File: src/rtl/clcd_pkg.sv
// ============================================================================
// clcd_pkg
// Shared types, constants and address helpers for the character LCD core.
// ============================================================================
package clcd_pkg;

    // Display and glyph geometry
    localparam int ROWS        = 4;
    localparam int COLS        = 20;
    localparam int GLYPHS      = 8;
    localparam int GLYPH_LINES = 8;
    localparam int CELLS       = ROWS * COLS;
    localparam int GLYPH_CELLS = GLYPHS * GLYPH_LINES;

    localparam int CELL_AW  = 7;   // display store index / address counter
    localparam int GLYPH_AW = 6;   // glyph store index / address counter
    localparam int GLYPH_DW = 5;   // glyph row width

    // Reset values
    localparam logic [7:0] BLANK_CODE  = 8'h20;
    localparam logic [2:0] ENTRY_RESET = 3'b110;

    // Bus access codes
    localparam logic [1:0] CMD_WRITE      = 2'd0;
    localparam logic [1:0] CMD_READ_CELL  = 2'd1;
    localparam logic [1:0] CMD_READ_GLYPH = 2'd2;

    // Data byte codes
    localparam logic [7:0] CODE_FULL_BLOCK = 8'hFF;
    localparam logic [7:0] CODE_SOLID      = 8'h1F;

    // Instruction codes and decode masks
    localparam logic [7:0] INS_NOP         = 8'h00;
    localparam logic [7:0] INS_CLEAR       = 8'h01;
    localparam logic [7:0] INS_HOME        = 8'h02;
    localparam logic [7:0] MASK_ENTRY      = 8'hFC;
    localparam logic [7:0] INS_ENTRY       = 8'h04;
    localparam logic [7:0] MASK_DISPLAY    = 8'hF8;
    localparam logic [7:0] INS_DISPLAY     = 8'h08;
    localparam logic [7:0] MASK_SHIFT      = 8'hF0;
    localparam logic [7:0] INS_SHIFT       = 8'h10;
    localparam logic [7:0] MASK_FUNCTION   = 8'hE0;
    localparam logic [7:0] INS_FUNCTION    = 8'h20;
    localparam logic [7:0] MASK_SET_CGRAM  = 8'hC0;
    localparam logic [7:0] INS_SET_CGRAM   = 8'h40;

    // Display line start addresses
    localparam logic [CELL_AW-1:0] LINE1_BASE = 7'h40;
    localparam logic [CELL_AW-1:0] LINE2_BASE = 7'h14;
    localparam logic [CELL_AW-1:0] LINE3_BASE = 7'h54;

    // Source of read data for a request in flight
    typedef enum logic [1:0] {
        RD_ZERO,
        RD_CELL,
        RD_GLYPH
    } t_rd_src;

    typedef struct packed {
        logic [1:0] command;
        logic       rs;
        logic [7:0] data_byte;
        logic [1:0] read_row;
        logic [4:0] read_col;
        logic [2:0] glyph_index;
        logic [2:0] glyph_line;
    } t_req;

    typedef struct packed {
        logic [7:0]          read_data;
        logic [CELL_AW-1:0]  ddram_address;
        logic [GLYPH_AW-1:0] cgram_address;
        logic                cgram_selected;
        logic [2:0]          entry_bits;
        logic                display_enabled;
        logic                cursor_enabled;
        logic                blink_enabled;
        logic                seen_activity;
    } t_rsp;

    // Display address counter to store index. The four visible line windows
    // map directly; any other address aliases by column = a mod COLS and
    // row = (a / COLS) mod ROWS.
    function automatic logic [CELL_AW-1:0] cell_index_of(input logic [CELL_AW-1:0] a);
        logic [2:0]         q;
        logic [CELL_AW-1:0] col;
        logic [CELL_AW-1:0] idx;
        if (a < 7'(COLS)) begin
            idx = a;
        end else if (a >= LINE1_BASE && a < LINE1_BASE + 7'(COLS)) begin
            idx = a - LINE1_BASE + 7'(COLS);
        end else if (a >= LINE2_BASE && a < LINE2_BASE + 7'(COLS)) begin
            idx = a - LINE2_BASE + 7'(2 * COLS);
        end else if (a >= LINE3_BASE && a < LINE3_BASE + 7'(COLS)) begin
            idx = a - LINE3_BASE + 7'(3 * COLS);
        end else begin
            // quotient by COLS through a compare chain
            if (a >= 7'(6 * COLS))      q = 3'd6;
            else if (a >= 7'(5 * COLS)) q = 3'd5;
            else if (a >= 7'(4 * COLS)) q = 3'd4;
            else if (a >= 7'(3 * COLS)) q = 3'd3;
            else if (a >= 7'(2 * COLS)) q = 3'd2;
            else                        q = 3'd1;
            col = a - 7'(q) * 7'(COLS);
            idx = 7'(q[1:0]) * 7'(COLS) + col;
        end
        return idx;
    endfunction

endpackage

File: src/rtl/clcd_if.sv
// ============================================================================
// clcd request / response channels
// Valid/ready channels carrying one bus access and its result.
// ============================================================================
interface clcd_req_if;
    logic              valid;
    logic              ready;
    clcd_pkg::t_req    data;

    modport source (output valid, output data, input ready);
    modport sink   (input valid, input data, output ready);
endinterface

interface clcd_rsp_if;
    logic              valid;
    logic              ready;
    clcd_pkg::t_rsp    data;

    modport source (output valid, output data, input ready);
    modport sink   (input valid, input data, output ready);
endinterface

File: src/rtl/clcd_ram.sv
// ============================================================================
// clcd_ram
// Generic simple dual-port RAM, one write and one registered read port.
// ============================================================================
module clcd_ram #(
    parameter int WIDTH = 8,
    parameter int DEPTH = 64
) (
    input  logic                     i_clk,
    input  logic                     i_wr_en,
    input  logic [$clog2(DEPTH)-1:0] i_wr_addr,
    input  logic [WIDTH-1:0]         i_wr_data,
    input  logic                     i_rd_en,
    input  logic [$clog2(DEPTH)-1:0] i_rd_addr,
    output logic [WIDTH-1:0]         o_rd_data
);

    logic [WIDTH-1:0] r_mem [DEPTH];
    logic [WIDTH-1:0] r_rd_data;

    always_ff @(posedge i_clk) begin
        if (i_wr_en) begin
            r_mem[i_wr_addr] <= i_wr_data;
        end
    end

    always_ff @(posedge i_clk) begin
        if (i_rd_en) begin
            r_rd_data <= r_mem[i_rd_addr];
        end
    end

    assign o_rd_data = r_rd_data;

endmodule

File: src/rtl/char_lcd_controller_core.sv
// ============================================================================
// char_lcd_controller_core
// Character LCD controller: 4x20 display store, 8x8 custom glyph store,
// address counters, entry mode and display flags, one result per access.
// ============================================================================
//
//  Channel   Dir  Payload           Meaning
//  i_req     in   clcd_pkg::t_req   bus access: write byte / read cell / glyph
//  o_rsp     out  clcd_pkg::t_rsp   read data plus controller state after it
//
//  One request is taken per cycle while the output is not stalled; its result
//  passes through the registered read of the store RAMs, then the output register.
//  Clear drops the per-cell valid bits; an invalid cell reads as blank, an
//  invalid glyph row as zero.
//  Reset is synchronous, active low, and needs no clearing pass; the input is
//  held not ready while reset is asserted.
//  A stalled output holds its result; the input keeps taking requests until
//  both the read stage and the output register are full.
//
module char_lcd_controller_core (
    input  logic                i_clk,
    input  logic                i_rst_n,
    clcd_req_if.sink            i_req,
    clcd_rsp_if.source          o_rsp
);

    // ------------------------------------------------------------------
    // Declarations
    // ------------------------------------------------------------------
    logic                              w_accept;
    logic                              w_p_advance;
    logic                              w_is_write;
    logic [7:0]                        w_byte;

    logic [clcd_pkg::CELL_AW-1:0]      r_caddr,  n_caddr;
    logic [clcd_pkg::GLYPH_AW-1:0]     r_gaddr,  n_gaddr;
    logic                              r_gmode,  n_gmode;
    logic [2:0]                        r_entry,  n_entry;
    logic [2:0]                        r_dflags, n_dflags;
    logic                              r_act,    n_act;
    logic [clcd_pkg::CELLS-1:0]        r_cell_vld, n_cell_vld;
    logic [clcd_pkg::GLYPH_CELLS-1:0]  r_glyph_vld, n_glyph_vld;

    logic                              w_cell_we;
    logic [clcd_pkg::CELL_AW-1:0]      w_cell_waddr;
    logic [7:0]                        w_cell_wdata;
    logic                              w_glyph_we;
    logic [clcd_pkg::GLYPH_DW-1:0]     w_glyph_wdata;

    logic [clcd_pkg::CELL_AW-1:0]      w_cell_raddr;
    logic [clcd_pkg::GLYPH_AW-1:0]     w_glyph_raddr;
    logic [7:0]                        w_cell_rdata;
    logic [clcd_pkg::GLYPH_DW-1:0]     w_glyph_rdata;

    clcd_pkg::t_rd_src                 w_src;
    logic                              w_src_vld;

    logic                              r_p_valid;
    clcd_pkg::t_rd_src                 r_p_src;
    logic                              r_p_vld;
    logic [7:0]                        w_p_rdata;

    logic                              r_o_valid;
    clcd_pkg::t_rsp                    r_o_data;

    // ------------------------------------------------------------------
    // Handshake
    // ------------------------------------------------------------------
    assign w_p_advance = r_p_valid && (!r_o_valid || o_rsp.ready);
    assign i_req.ready = i_rst_n && (!r_p_valid || w_p_advance);
    assign w_accept    = i_req.valid && i_req.ready;
    assign w_is_write  = i_req.data.command == clcd_pkg::CMD_WRITE;
    assign w_byte      = i_req.data.data_byte;

    // ------------------------------------------------------------------
    // Write decode: next controller state and store writes
    // ------------------------------------------------------------------
    always_comb begin
        n_caddr       = r_caddr;
        n_gaddr       = r_gaddr;
        n_gmode       = r_gmode;
        n_entry       = r_entry;
        n_dflags      = r_dflags;
        n_act         = r_act;
        n_cell_vld    = r_cell_vld;
        n_glyph_vld   = r_glyph_vld;
        w_cell_we     = 1'b0;
        w_cell_waddr  = clcd_pkg::cell_index_of(r_caddr);
        w_cell_wdata  = (w_byte == clcd_pkg::CODE_FULL_BLOCK) ? clcd_pkg::CODE_SOLID : w_byte;
        w_glyph_we    = 1'b0;
        w_glyph_wdata = w_byte[clcd_pkg::GLYPH_DW-1:0];

        if (w_accept && w_is_write) begin
            n_act = 1'b1;
            if (i_req.data.rs) begin
                // data byte
                if (r_gmode) begin
                    w_glyph_we           = 1'b1;
                    n_glyph_vld[r_gaddr] = 1'b1;
                    n_gaddr              = r_gaddr + 6'd1;
                end else begin
                    w_cell_we                 = 1'b1;
                    n_cell_vld[w_cell_waddr]  = 1'b1;
                    n_caddr = r_entry[1] ? r_caddr + 7'd1 : r_caddr - 7'd1;
                end
            end else begin
                // instruction byte
                if (w_byte == clcd_pkg::INS_NOP) begin
                    n_act = 1'b1;
                end else if (w_byte == clcd_pkg::INS_CLEAR) begin
                    n_cell_vld = '0;
                    n_caddr    = '0;
                    n_gmode    = 1'b0;
                end else if (w_byte == clcd_pkg::INS_HOME) begin
                    n_caddr = '0;
                    n_gmode = 1'b0;
                end else if ((w_byte & clcd_pkg::MASK_ENTRY) == clcd_pkg::INS_ENTRY) begin
                    n_entry = w_byte[2:0];
                end else if ((w_byte & clcd_pkg::MASK_DISPLAY) == clcd_pkg::INS_DISPLAY) begin
                    n_dflags = w_byte[2:0];
                end else if ((w_byte & clcd_pkg::MASK_SHIFT) == clcd_pkg::INS_SHIFT) begin
                    // cursor move only; display shift is ignored
                    if (!w_byte[3]) begin
                        n_caddr = w_byte[2] ? r_caddr + 7'd1 : r_caddr - 7'd1;
                    end
                end else if ((w_byte & clcd_pkg::MASK_FUNCTION) == clcd_pkg::INS_FUNCTION) begin
                    n_act = 1'b1;
                end else if ((w_byte & clcd_pkg::MASK_SET_CGRAM) == clcd_pkg::INS_SET_CGRAM) begin
                    n_gmode = 1'b1;
                    n_gaddr = w_byte[clcd_pkg::GLYPH_AW-1:0];
                end else begin
                    n_caddr = w_byte[clcd_pkg::CELL_AW-1:0];
                    n_gmode = 1'b0;
                end
            end
        end
    end

    // ------------------------------------------------------------------
    // Read decode: store address and read source
    // ------------------------------------------------------------------
    assign w_cell_raddr  = 7'(i_req.data.read_row) * 7'(clcd_pkg::COLS)
                         + 7'(i_req.data.read_col);
    assign w_glyph_raddr = {i_req.data.glyph_index, i_req.data.glyph_line};

    always_comb begin
        case (i_req.data.command)
            clcd_pkg::CMD_READ_CELL: begin
                w_src     = (i_req.data.read_col < 5'(clcd_pkg::COLS))
                          ? clcd_pkg::RD_CELL : clcd_pkg::RD_ZERO;
                w_src_vld = r_cell_vld[w_cell_raddr];
            end
            clcd_pkg::CMD_READ_GLYPH: begin
                w_src     = clcd_pkg::RD_GLYPH;
                w_src_vld = r_glyph_vld[w_glyph_raddr];
            end
            default: begin
                w_src     = clcd_pkg::RD_ZERO;
                w_src_vld = 1'b0;
            end
        endcase
    end

    // ------------------------------------------------------------------
    // Store RAMs
    // ------------------------------------------------------------------
    clcd_ram #(
        .WIDTH (8),
        .DEPTH (clcd_pkg::CELLS)
    ) u_cell_ram (
        .i_clk     (i_clk),
        .i_wr_en   (w_cell_we),
        .i_wr_addr (w_cell_waddr),
        .i_wr_data (w_cell_wdata),
        .i_rd_en   (w_accept),
        .i_rd_addr (w_cell_raddr),
        .o_rd_data (w_cell_rdata)
    );

    clcd_ram #(
        .WIDTH (clcd_pkg::GLYPH_DW),
        .DEPTH (clcd_pkg::GLYPH_CELLS)
    ) u_glyph_ram (
        .i_clk     (i_clk),
        .i_wr_en   (w_glyph_we),
        .i_wr_addr (r_gaddr),
        .i_wr_data (w_glyph_wdata),
        .i_rd_en   (w_accept),
        .i_rd_addr (w_glyph_raddr),
        .o_rd_data (w_glyph_rdata)
    );

    // ------------------------------------------------------------------
    // Controller state registers
    // ------------------------------------------------------------------
    always_ff @(posedge i_clk) begin
        if (!i_rst_n) begin
            r_caddr     <= '0;
            r_gaddr     <= '0;
            r_gmode     <= 1'b0;
            r_entry     <= clcd_pkg::ENTRY_RESET;
            r_dflags    <= '0;
            r_act       <= 1'b0;
            r_cell_vld  <= '0;
            r_glyph_vld <= '0;
        end else begin
            r_caddr     <= n_caddr;
            r_gaddr     <= n_gaddr;
            r_gmode     <= n_gmode;
            r_entry     <= n_entry;
            r_dflags    <= n_dflags;
            r_act       <= n_act;
            r_cell_vld  <= n_cell_vld;
            r_glyph_vld <= n_glyph_vld;
        end
    end

    // ------------------------------------------------------------------
    // Read stage: waits on RAM read data
    // ------------------------------------------------------------------
    always_ff @(posedge i_clk) begin
        if (!i_rst_n) begin
            r_p_valid <= 1'b0;
        end else if (w_accept) begin
            r_p_valid <= 1'b1;
        end else if (w_p_advance) begin
            r_p_valid <= 1'b0;
        end
    end

    always_ff @(posedge i_clk) begin
        if (w_accept) begin
            r_p_src <= w_src;
            r_p_vld <= w_src_vld;
        end
    end

    // cells never written since reset or clear read as blank, glyph rows never written since reset as zero
    always_comb begin
        case (r_p_src)
            clcd_pkg::RD_CELL:  w_p_rdata = r_p_vld ? w_cell_rdata : clcd_pkg::BLANK_CODE;
            clcd_pkg::RD_GLYPH: w_p_rdata = r_p_vld ? 8'(w_glyph_rdata) : 8'h00;
            default:            w_p_rdata = 8'h00;
        endcase
    end

    // ------------------------------------------------------------------
    // Output register. The read stage always holds the latest request,
    // so the state registers are that request's post-access state.
    // ------------------------------------------------------------------
    always_ff @(posedge i_clk) begin
        if (!i_rst_n) begin
            r_o_valid <= 1'b0;
        end else if (w_p_advance) begin
            r_o_valid <= 1'b1;
        end else if (o_rsp.ready) begin
            r_o_valid <= 1'b0;
        end
    end

    always_ff @(posedge i_clk) begin
        if (w_p_advance) begin
            r_o_data.read_data       <= w_p_rdata;
            r_o_data.ddram_address   <= r_caddr;
            r_o_data.cgram_address   <= r_gaddr;
            r_o_data.cgram_selected  <= r_gmode;
            r_o_data.entry_bits      <= r_entry;
            r_o_data.display_enabled <= r_dflags[2];
            r_o_data.cursor_enabled  <= r_dflags[1];
            r_o_data.blink_enabled   <= r_dflags[0];
            r_o_data.seen_activity   <= r_act;
        end
    end

    assign o_rsp.valid = r_o_valid;
    assign o_rsp.data  = r_o_data;

    // ------------------------------------------------------------------
    // Assertions
    // ------------------------------------------------------------------
`ifndef SYNTHESIS
    // input backs up only when both stages are full
    a_ready_stall: assert property (@(posedge i_clk) disable iff (!i_rst_n)
        !i_req.ready |-> (r_p_valid && r_o_valid))
        else $error("input stalled with a free stage");

    // clear drops every cell valid bit
    a_clear_vld: assert property (@(posedge i_clk) disable iff (!i_rst_n)
        (w_accept && w_is_write && !i_req.data.rs && w_byte == clcd_pkg::INS_CLEAR)
        |=> (r_cell_vld == '0))
        else $error("clear left valid cells");

    // activity flag is sticky
    a_act_sticky: assert property (@(posedge i_clk) disable iff (!i_rst_n)
        r_act |=> r_act)
        else $error("activity flag dropped");

    // glyph data write advances the glyph counter by one
    a_glyph_step: assert property (@(posedge i_clk) disable iff (!i_rst_n)
        (w_accept && w_is_write && i_req.data.rs && r_gmode)
        |=> (r_gaddr == $past(r_gaddr) + 6'd1) && r_gmode)
        else $error("glyph counter did not advance");
`endif

endmodule
File: src/flat_wrapper.sv
// flat-port wrapper written by rule: the top's interface ports become plain ports
module char_lcd_controller_core_flat 
  (i_clk, i_rst_n, i_req_valid, i_req_data, i_req_ready, o_rsp_valid, o_rsp_data, o_rsp_ready);
  clcd_req_if i_req_i ();
  clcd_rsp_if o_rsp_i ();
  input  logic i_clk;
  input  logic i_rst_n;
  input wire logic [$bits(i_req_i.valid)-1:0] i_req_valid;
  input wire logic [$bits(i_req_i.data)-1:0] i_req_data;
  output wire logic [$bits(i_req_i.ready)-1:0] i_req_ready;
  output wire logic [$bits(o_rsp_i.valid)-1:0] o_rsp_valid;
  output wire logic [$bits(o_rsp_i.data)-1:0] o_rsp_data;
  input wire logic [$bits(o_rsp_i.ready)-1:0] o_rsp_ready;
  assign i_req_i.valid = i_req_valid;
  assign i_req_i.data = i_req_data;
  assign i_req_ready = i_req_i.ready;
  assign o_rsp_valid = o_rsp_i.valid;
  assign o_rsp_data = o_rsp_i.data;
  assign o_rsp_i.ready = o_rsp_ready;
  char_lcd_controller_core u_core (.i_clk(i_clk), .i_rst_n(i_rst_n), .i_req(i_req_i), .o_rsp(o_rsp_i));
endmodule
File: config.mk
export PLATFORM = sky130hd
export DESIGN_NAME = char_lcd_controller_core_flat
export DESIGN_NICKNAME = d
export VERILOG_FILES = /design/src/rtl/clcd_pkg.sv /design/src/rtl/clcd_if.sv /design/src/rtl/clcd_ram.sv /design/src/rtl/char_lcd_controller_core.sv /design/src/flat_wrapper.sv
export SDC_FILE = /design/constraint.sdc
export NUM_CORES = 1
export LEC_CHECK = 0
export CAP_MARGIN = 20
export CORE_UTILIZATION = 45
export CTS_BUF_LIST = sky130_fd_sc_hd__clkbuf_8
export DETAILED_ROUTE_END_ITERATION = 8
export DONT_BUFFER_PORTS = 1
export GPL_TIMING_DRIVEN = 0
export PLACE_DENSITY = 0.56
export SYNTH_ARGS = -nofsm -noshare
export SYNTH_HDL_FRONTEND = slang
export SYNTH_SLANG_ARGS = --single-unit
File: constraint.sdc
create_clock -name i_clk -period 7.3 [get_ports i_clk]
set_input_delay 1.825 -clock i_clk [delete_from_list [all_inputs] [get_ports i_clk]]
set_output_delay 1.825 -clock i_clk [all_outputs]
set_load 0.005 [all_outputs]
## Word level (Yosys, flattened, before mapping)

Memory sizes are Yosys's and may differ from the RTL's. A register that Yosys moved wholly into a read port is not among the register bits.
Cells that the tools add are included.

| operators by class | value |
|---|---|
| equal/unequal tests | 30 |
| multiplexer cells | 76 |
| add/subtract/negate cells | 12 |
| order comparisons | 19 |
| $mul | 3 |
| divide/modulo/power cells | 0 |
| shift-type cells | 0 |
| bitwise logic cells | 7 |
| reduce and logical (&&, ||, !) cells | 26 |

Operators with widths:

| operator | count |
|---|---|
| two-way mux 80 bit | 4 |
| two-way mux 7 bit | 17 |
| bitwise OR 80 bit | 1 |
| bitwise OR 64 bit | 1 |
| two-way mux 6 bit | 10 |
| greater-or-equal comparator 7 bit (second input constant) | 5 |
| two-way mux 1 bit | 26 |
| two-way mux 3 bit | 8 |
| < comparator 7 x 8 -> 1 bit (second input constant) | 2 |
| two-way mux 8 bit | 2 |
| != test 2 bit (second input constant) | 8 |
| case mux 8 bit (2 select lines) | 1 |
| adder 7 x 6 -> 7 bit (second input constant) | 2 |
| greater-or-equal comparator 7 x 6 -> 1 bit (second input constant) | 2 |
| < comparator 6 x 7 -> 1 bit (second input constant) | 2 |
| < comparator 7 bit (second input constant) | 2 |
| AND reduction 7 bit | 2 |
| subtractor 7 bit (second input constant) | 2 |
| != test 3 x 1 -> 1 bit (second input constant) | 4 |
| multiplier 2 x 3 -> 5 bit (second input constant) | 2 |
| != test 5 x 2 -> 1 bit (second input constant) | 2 |
| AND reduction 10 bit | 1 |
| logical AND 1 bit | 9 |
| == test 8 x 1 -> 1 bit (second input constant) | 1 |
| other kinds (44) | 57 |

| word-level totals | value |
|---|---|
| logic and storage cells | 196 |
| memory bits (read-only) | 0 |
| bits of input ports | 28 |
| bits in latches | 0 |
| memories | 2 |
| memory bits (writable) | 960 |
| flip-flop bits (word level) | 199 |
| output and inout bits | 31 |

Memories:

| memory | words | width | rd ports | clocked after memory_dff | write ports | line | RTL |
|---|---|---|---|---|---|---|---|
| u_core.u_cell_ram.r_mem | 80 | 8 | 1 | 1 | 1 | clcd_ram.sv:18 | `logic [WIDTH-1:0] r_mem [DEPTH];` |
| u_core.u_glyph_ram.r_mem | 64 | 5 | 1 | 1 | 1 | clcd_ram.sv:18 |  |

## Longest topological paths before layout

| depth | value |
|---|---|
| depth after elaboration | 24 |
| mapped depth | 18 |
| gate-level depth less buffers | 16 |

## Modules after synthesis

From an unflattened synthesis, not the netlist that was laid out.

| second synthesis, totals | value |
|---|---|
| cells, all modules | 2775 |
| area, all modules | 47798.3 µm² |

Modules (own cells, without submodules):

| module | cells an instance | seq. area each (µm²) | area each (µm²) | times used |
|---|---|---|---|---|
| clcd_ram (u_core.u_cell_ram) | 1114 | 19458.7 | 24994.0 | 1 |
| clcd_ram (u_core.u_glyph_ram) | 610 | 9759.4 | 12818.5 | 1 |
| char_lcd_controller_core | 1051 | 4304.1 | 9985.8 | 1 |

## Worst setup path before layout

No wires, ideal clock.

| path | value |
|---|---|
| path type | register -> register |
| start | register u_core.r_caddr[3] in the netlist's numbering |
| end | memory u_core.u_cell_ram.r_mem[1][0], enable pin |
| setup time | 383 ps |
| path buffers | 2 |
| stages on the path, launching flop included | 19 |
| period minus slack after synthesis | 5009 ps |
| data arrival time | 4625 ps |
| data required time | 6917 ps |
| path slack | 2291 ps |
| path through | dfxtp_1 -> inv_1 -> ha_1 -> nor2b_1 -> o21ai_0 -> a221oi_1 -> o21ai_0 -> ha_1 -> xor2_1 -> xnor2_1 -> ha_1 -> a21oi_1 -> o21ai_0 -> xor2_1 -> o22ai_1 -> or3b_2 -> buf_2 -> buf_2 -> nor3_1 |

| between the ends | value |
|---|---|
| longest elaborated chain between the ends | 17 |

RTL lines:

| element | line | RTL |
|---|---|---|
| from (decl) | char_lcd_controller_core.sv:35 | `logic [clcd_pkg::CELL_AW-1:0] r_caddr, n_caddr;` |
| from (signal assigned) | char_lcd_controller_core.sv:207 | `r_caddr <= n_caddr;` |
| greater-or-equal comparator 7 x 6 -> 1 bit | clcd_pkg.sv:102 | `else if (a >= 7'(2 * COLS)) q = 3'd2;` |
| two-way mux 2 bit | clcd_pkg.sv:102 |  |
| two-way mux 3 bit | clcd_pkg.sv:101 | `else if (a >= 7'(3 * COLS)) q = 3'd3;` |
| two-way mux 3 bit | clcd_pkg.sv:100 | `else if (a >= 7'(4 * COLS)) q = 3'd4;` |
| two-way mux 3 bit | clcd_pkg.sv:99 | `else if (a >= 7'(5 * COLS)) q = 3'd5;` |
| two-way mux 3 bit | clcd_pkg.sv:98 | `if (a >= 7'(6 * COLS)) q = 3'd6;` |
| two-way mux 3 bit | clcd_pkg.sv:94 | `end else if (a >= LINE3_BASE && a < LINE3_BASE + 7'(COLS)) begin` |
| two-way mux 3 bit | clcd_pkg.sv:92 | `end else if (a >= LINE2_BASE && a < LINE2_BASE + 7'(COLS)) begin` |
| two-way mux 3 bit | clcd_pkg.sv:90 | `end else if (a >= LINE1_BASE && a < LINE1_BASE + 7'(COLS)) begin` |
| two-way mux 3 bit | clcd_pkg.sv:88 | `if (a < 7'(COLS)) begin` |
| multiplier 3 x 3 -> 5 bit | clcd_pkg.sv:104 | `col = a - 7'(q) * 7'(COLS);` |
| subtractor 7 bit | clcd_pkg.sv:104 |  |
| adder 7 bit | clcd_pkg.sv:105 | `idx = 7'(q[1:0]) * 7'(COLS) + col;` |
| two-way mux 7 bit | clcd_pkg.sv:94 |  |
| two-way mux 7 bit | clcd_pkg.sv:92 |  |
| two-way mux 7 bit | clcd_pkg.sv:90 |  |
| two-way mux 7 bit * | clcd_pkg.sv:88 |  |
| to (decl) | clcd_ram.sv:18 |  |

Every way passes the cells marked *; elsewhere a longest branch is shown, timed or not. The select of a mux whose other input is x is not followed.

## Worst setup path after layout

| path | value |
|---|---|
| start | register u_core.r_caddr[3] in the netlist's numbering |
| end | memory u_core.u_cell_ram.r_mem[56][5], enable pin |

The elaborated chain is that of the path after synthesis.

==> impl_metrics.py <==
metrics = {
    "route": {
        "first_pass_iters": 7,
        "vias_per_cell": 5.925,
        "drt_wl_total_um": 128500,
        "drc_errors": 0,
        "dr.first_iter.drc_count": 2769,
        "num_vias": 26270,
        "ant_nets": 0,
        "wl_per_cell_um": 28.98,
    },
    "grt": {
        "antenna_found_initial": 8,
        "grt_overflow": 0,
        "grt_pass1_wl_um": 185700,
        "grt_pass1_vias": 26920,
        "grt_usage_pct": 24.33,
        "grt_start_max_net_pins": 81,
    },
    "floorplanning": {
        "core_area_um2": 103900,
        "die_w_um": 326.3,
        "pin_count": 59,
        "start_util_pct": 45.54,
        "die-area_um2": 106500,
        "rows": 118,
        "die_h_um": 326.3,
    },
    "placement": {
        "dp_hpwl_um": 89010,
        "post-place-cells": 4077,
        "io_buffers": 0,
        "routabilityCongestion": 0.8796,
    },
    "yosys": {
        "ys_seq_elements": 1172,
        "synth_top_area_cell": "edfxtp_1",
        "avgSynthCellArea_um2": 18.03,
        "synth.top_cells.by_area": "edfxtp_1, mux4_2, dfxtp_1",
        "syn_area_um2": 47340,
        "synth_edf_count": 1005,
        "netlist.area_leader.share_pct": 63.75,
        "synthCells": 2625,
        "ys_types": 69,
        "seq_area_frac_synth_pct": 70.81,
        "synth_nets": 2683,
        "synth_top_flop_cell": "edfxtp_1",
        "async_reset_ff_share_pct": 0,
        "yosys_warnings": 0,
    },
    "critical_path": {
        "worstPathMaxFanout": 10,
        "crit_type": "reg2reg",
        "cp.required_ns": 7.85,
        "startpoint_type": "flip-flop",
        "cp_top_family": "simple AND/OR/NAND/NOR gates",
        "cp.arrival_ns": 7.09,
        "end_kind": "flip-flop",
        "path_cells": "inv_1 -> ha_1 -> nor2b_1 -> o21ai_0 -> a221oi_1 -> o21ai_0 -> ha_1 -> xor2_1 -> xnor2_1 -> ha_1 -> o311ai_0 -> a21oi_1 -> mux2i_1 -> nor2_1 -> clkbuf_1 -> nor3_1 -> buf_2",
        "cp_slowest_cell": "nor3_1",
        "cp_num_buf_inv": 3,
        "timing.critical_path.mode_cell": "ha_1",
        "crit_path_max_incr_delay_ns": 0.78,
    },
    "worst_hold_path": {
        "min_path_type": "reg2reg",
    },
    "timing": {
        "slew_headroom_pct": 27.69,
        "rsz0062_at_grt": "no",
        "fmax_ghz": 0.1530,
        "period_needed_ns": 6.534,
        "hold_violations": 0,
        "fin_crit_sh_pct": 89.51,
        "holdWs_ns": 0.4400,
        "fin_worst_skew_ns": 0.03869,
        "setup_viol": 0,
        "worstMarginPinSlew_ns": 1.085,
        "final_max_slew_viol_count": 0,
    },
    "pwr": {
        "leakagePower_nw": 17.20,
        "power.internal_w": 0.01022,
        "p_per_area_nw_per_um2": 250.5,
        "ir_drop_mv": 0.1852,
        "power_switching_w": 0.003171,
        "sw_frac_of_total_pct": 23.68,
        "comb_power_share_pct": 6.5,
        "power_frac_seq_pct": 54.5,
        "p_clk_share_pct": 39.0,
    },
    "layout": {
        "layout_commonest_cell": "edfxtp_1",
        "layout_common_cells": "edfxtp_1, mux4_2, clkbuf_8, dfxtp_1, nor2_1",
        "syn_to_final_growth_pct": 12.90,
        "fillers": 8622,
        "fin_cells": 4434,
        "nets": 2949,
        "drive_above_1_share_pct": 24.73,
    },
    "cts": {
        "cts_tree": "built",
        "post_cts_buffers": 0,
        "cts-resized-gates": 0,
        "htreeDepth": 4,
        "cts-buffers-inserted": 189,
        "clk_pin_slew_ns": 0.06,
        "ctsHoldBuffers": 0,
        "clkLatencyLatePin_ns": 0.89,
        "clock-sinks": 1172,
        "ctsRootBufferMaster": "clkbuf_8",
        "cts.path.max_buffers": 3,
    },
    "status": {
        "status": "complete, no violations",
    },
    "job": {
        "maxCapViolations": 0,
    },
}
## metrics by stage
| stage | TNS (ns) | setup slack, ns | instance area, um^2 | power (W) | utilization, % |
|---|---|---|---|---|---|
| floorplan | 0 | 2.291 | 47340 | 0.007964 | - |
| global placement | -99.34 | -0.6784 | 49070 | 0.008287 | 47.21 |
| detailed placement | 0 | 0.8473 | 49930 | 0.008301 | 48.04 |
| CTS | 0 | 0.7949 | 53410 | 0.01350 | 51.38 |
| global route | 0 | 0.2155 | 53450 | 0.01383 | 51.42 |
| finish | 0 | 0.7657 | 53450 | 0.01339 | 51.42 |
## synth_stat cells (3+ instances only)
library cell and n:
edfxtp_1 1005, mux4_2 326, dfxtp_1 167, nor2_1 161
clkbuf_1 125, nand2_1 124, o31ai_1 82, nor3_1 79
buf_2 47, a21oi_1 44, o21a_1 44, mux2i_1 41
nand3_1 37, a211oi_1 32, o21ai_0 32, nor2b_1 30
ha_1 29, inv_1 19, nand3b_1 17, nor4_1 16
buf_1 14, nand4_1 12, o22ai_1 12, xnor2_1 12
or3_1 10, a31oi_1 8, and2_1 8, a22oi_1 7
xor2_1 6, a221oi_1 5, nand2b_1 5, o21bai_1 5
nand3_2 4, nor3b_1 4, a21boi_0 3, and3_1 3
mux2_2 3, o211ai_1 3, o311ai_0 3, or2_2 3
or3b_2 3
## final timing paths
kind / startpoint / end / slack (ns) / cells past startpoint
min reg2reg: u_core.r_dflags[1]$_SDFFE_PN0P_ / u_core.o_rsp.data[2]$_DFFE_PP_ / 0.44 / 0
max reg2reg: u_core.r_caddr[3]$_SDFFE_PN0P_ / u_core.u_cell_ram.r_mem[56][5]$_DFFE_PP_ / 0.77 / 17
max: u_core.r_caddr[3]$_SDFFE_PN0P_ / u_core.u_cell_ram.r_mem[56][5]$_DFFE_PP_ / 0.77 / 17
min: u_core.r_dflags[1]$_SDFFE_PN0P_ / u_core.o_rsp.data[2]$_DFFE_PP_ / 0.44 / 0
## cell families (layout without fill, tap and decap cells)
family	after synthesis	count (layout)	synth area share [%]
mux	370	370	16.45
buf+inv	208	632	1.789
simple gates	523	523	5.257
compound gates	304	304	4.551
xor+xnor	18	18	0.3330
flops	1172	1172	70.81
other cells	0	5	0
fa+ha+maj	30	30	0.8088
## flip-flops by register name, summed over array words and instances, names as in the netlist, 3 cells and up
name                          count
u_core.u_cell_ram.r_mem         640
u_core.u_glyph_ram.r_mem        320
u_core.r_cell_vld                80
u_core.r_glyph_vld               64
u_core.o_rsp.data                29
u_core.u_cell_ram.o_rd_data       8
u_core.r_caddr                    7
u_core.r_gaddr                    6
u_core.u_glyph_ram.o_rd_data      5
u_core.r_dflags                   3
u_core.r_entry                    3
## per-layer routing
layer,up-vias,track usage (%),share of wire (%)
met5,-,0,0.010
met4,2,9.590,3.7
met3,260,4.627,6.7
met2,1056,40.58,50
met1,13740,31.58,40
li1,11210,-,-
## final cells by class
class                      count  area [um^2]  share of cell area [%]
multi-input combinational   1245        13210                   24.71
clock inverter               153        782.0                   1.463
tap                         1380         1727                   3.231
sequential                  1172        33520                   62.72
clock buffer                 196         2698                   5.047
antenna                        5        12.51                 0.02341
timing repair buffer          75        631.9                   1.182
inverter                      20        75.07                  0.1405
buffer                       188        790.8                   1.480
## power by group through the flow
stage               registers, W  clock network, W  logic, W
finish                   0.00729           0.00523  0.000868
global route             0.00729           0.00562  0.000912
CTS                      0.00730           0.00534  0.000869
detailed placement       0.00744                 0  0.000866
global placement         0.00745                 0  0.000839
floorplan                0.00743                 0  0.000530
Power figures use the tool's default switching activity.
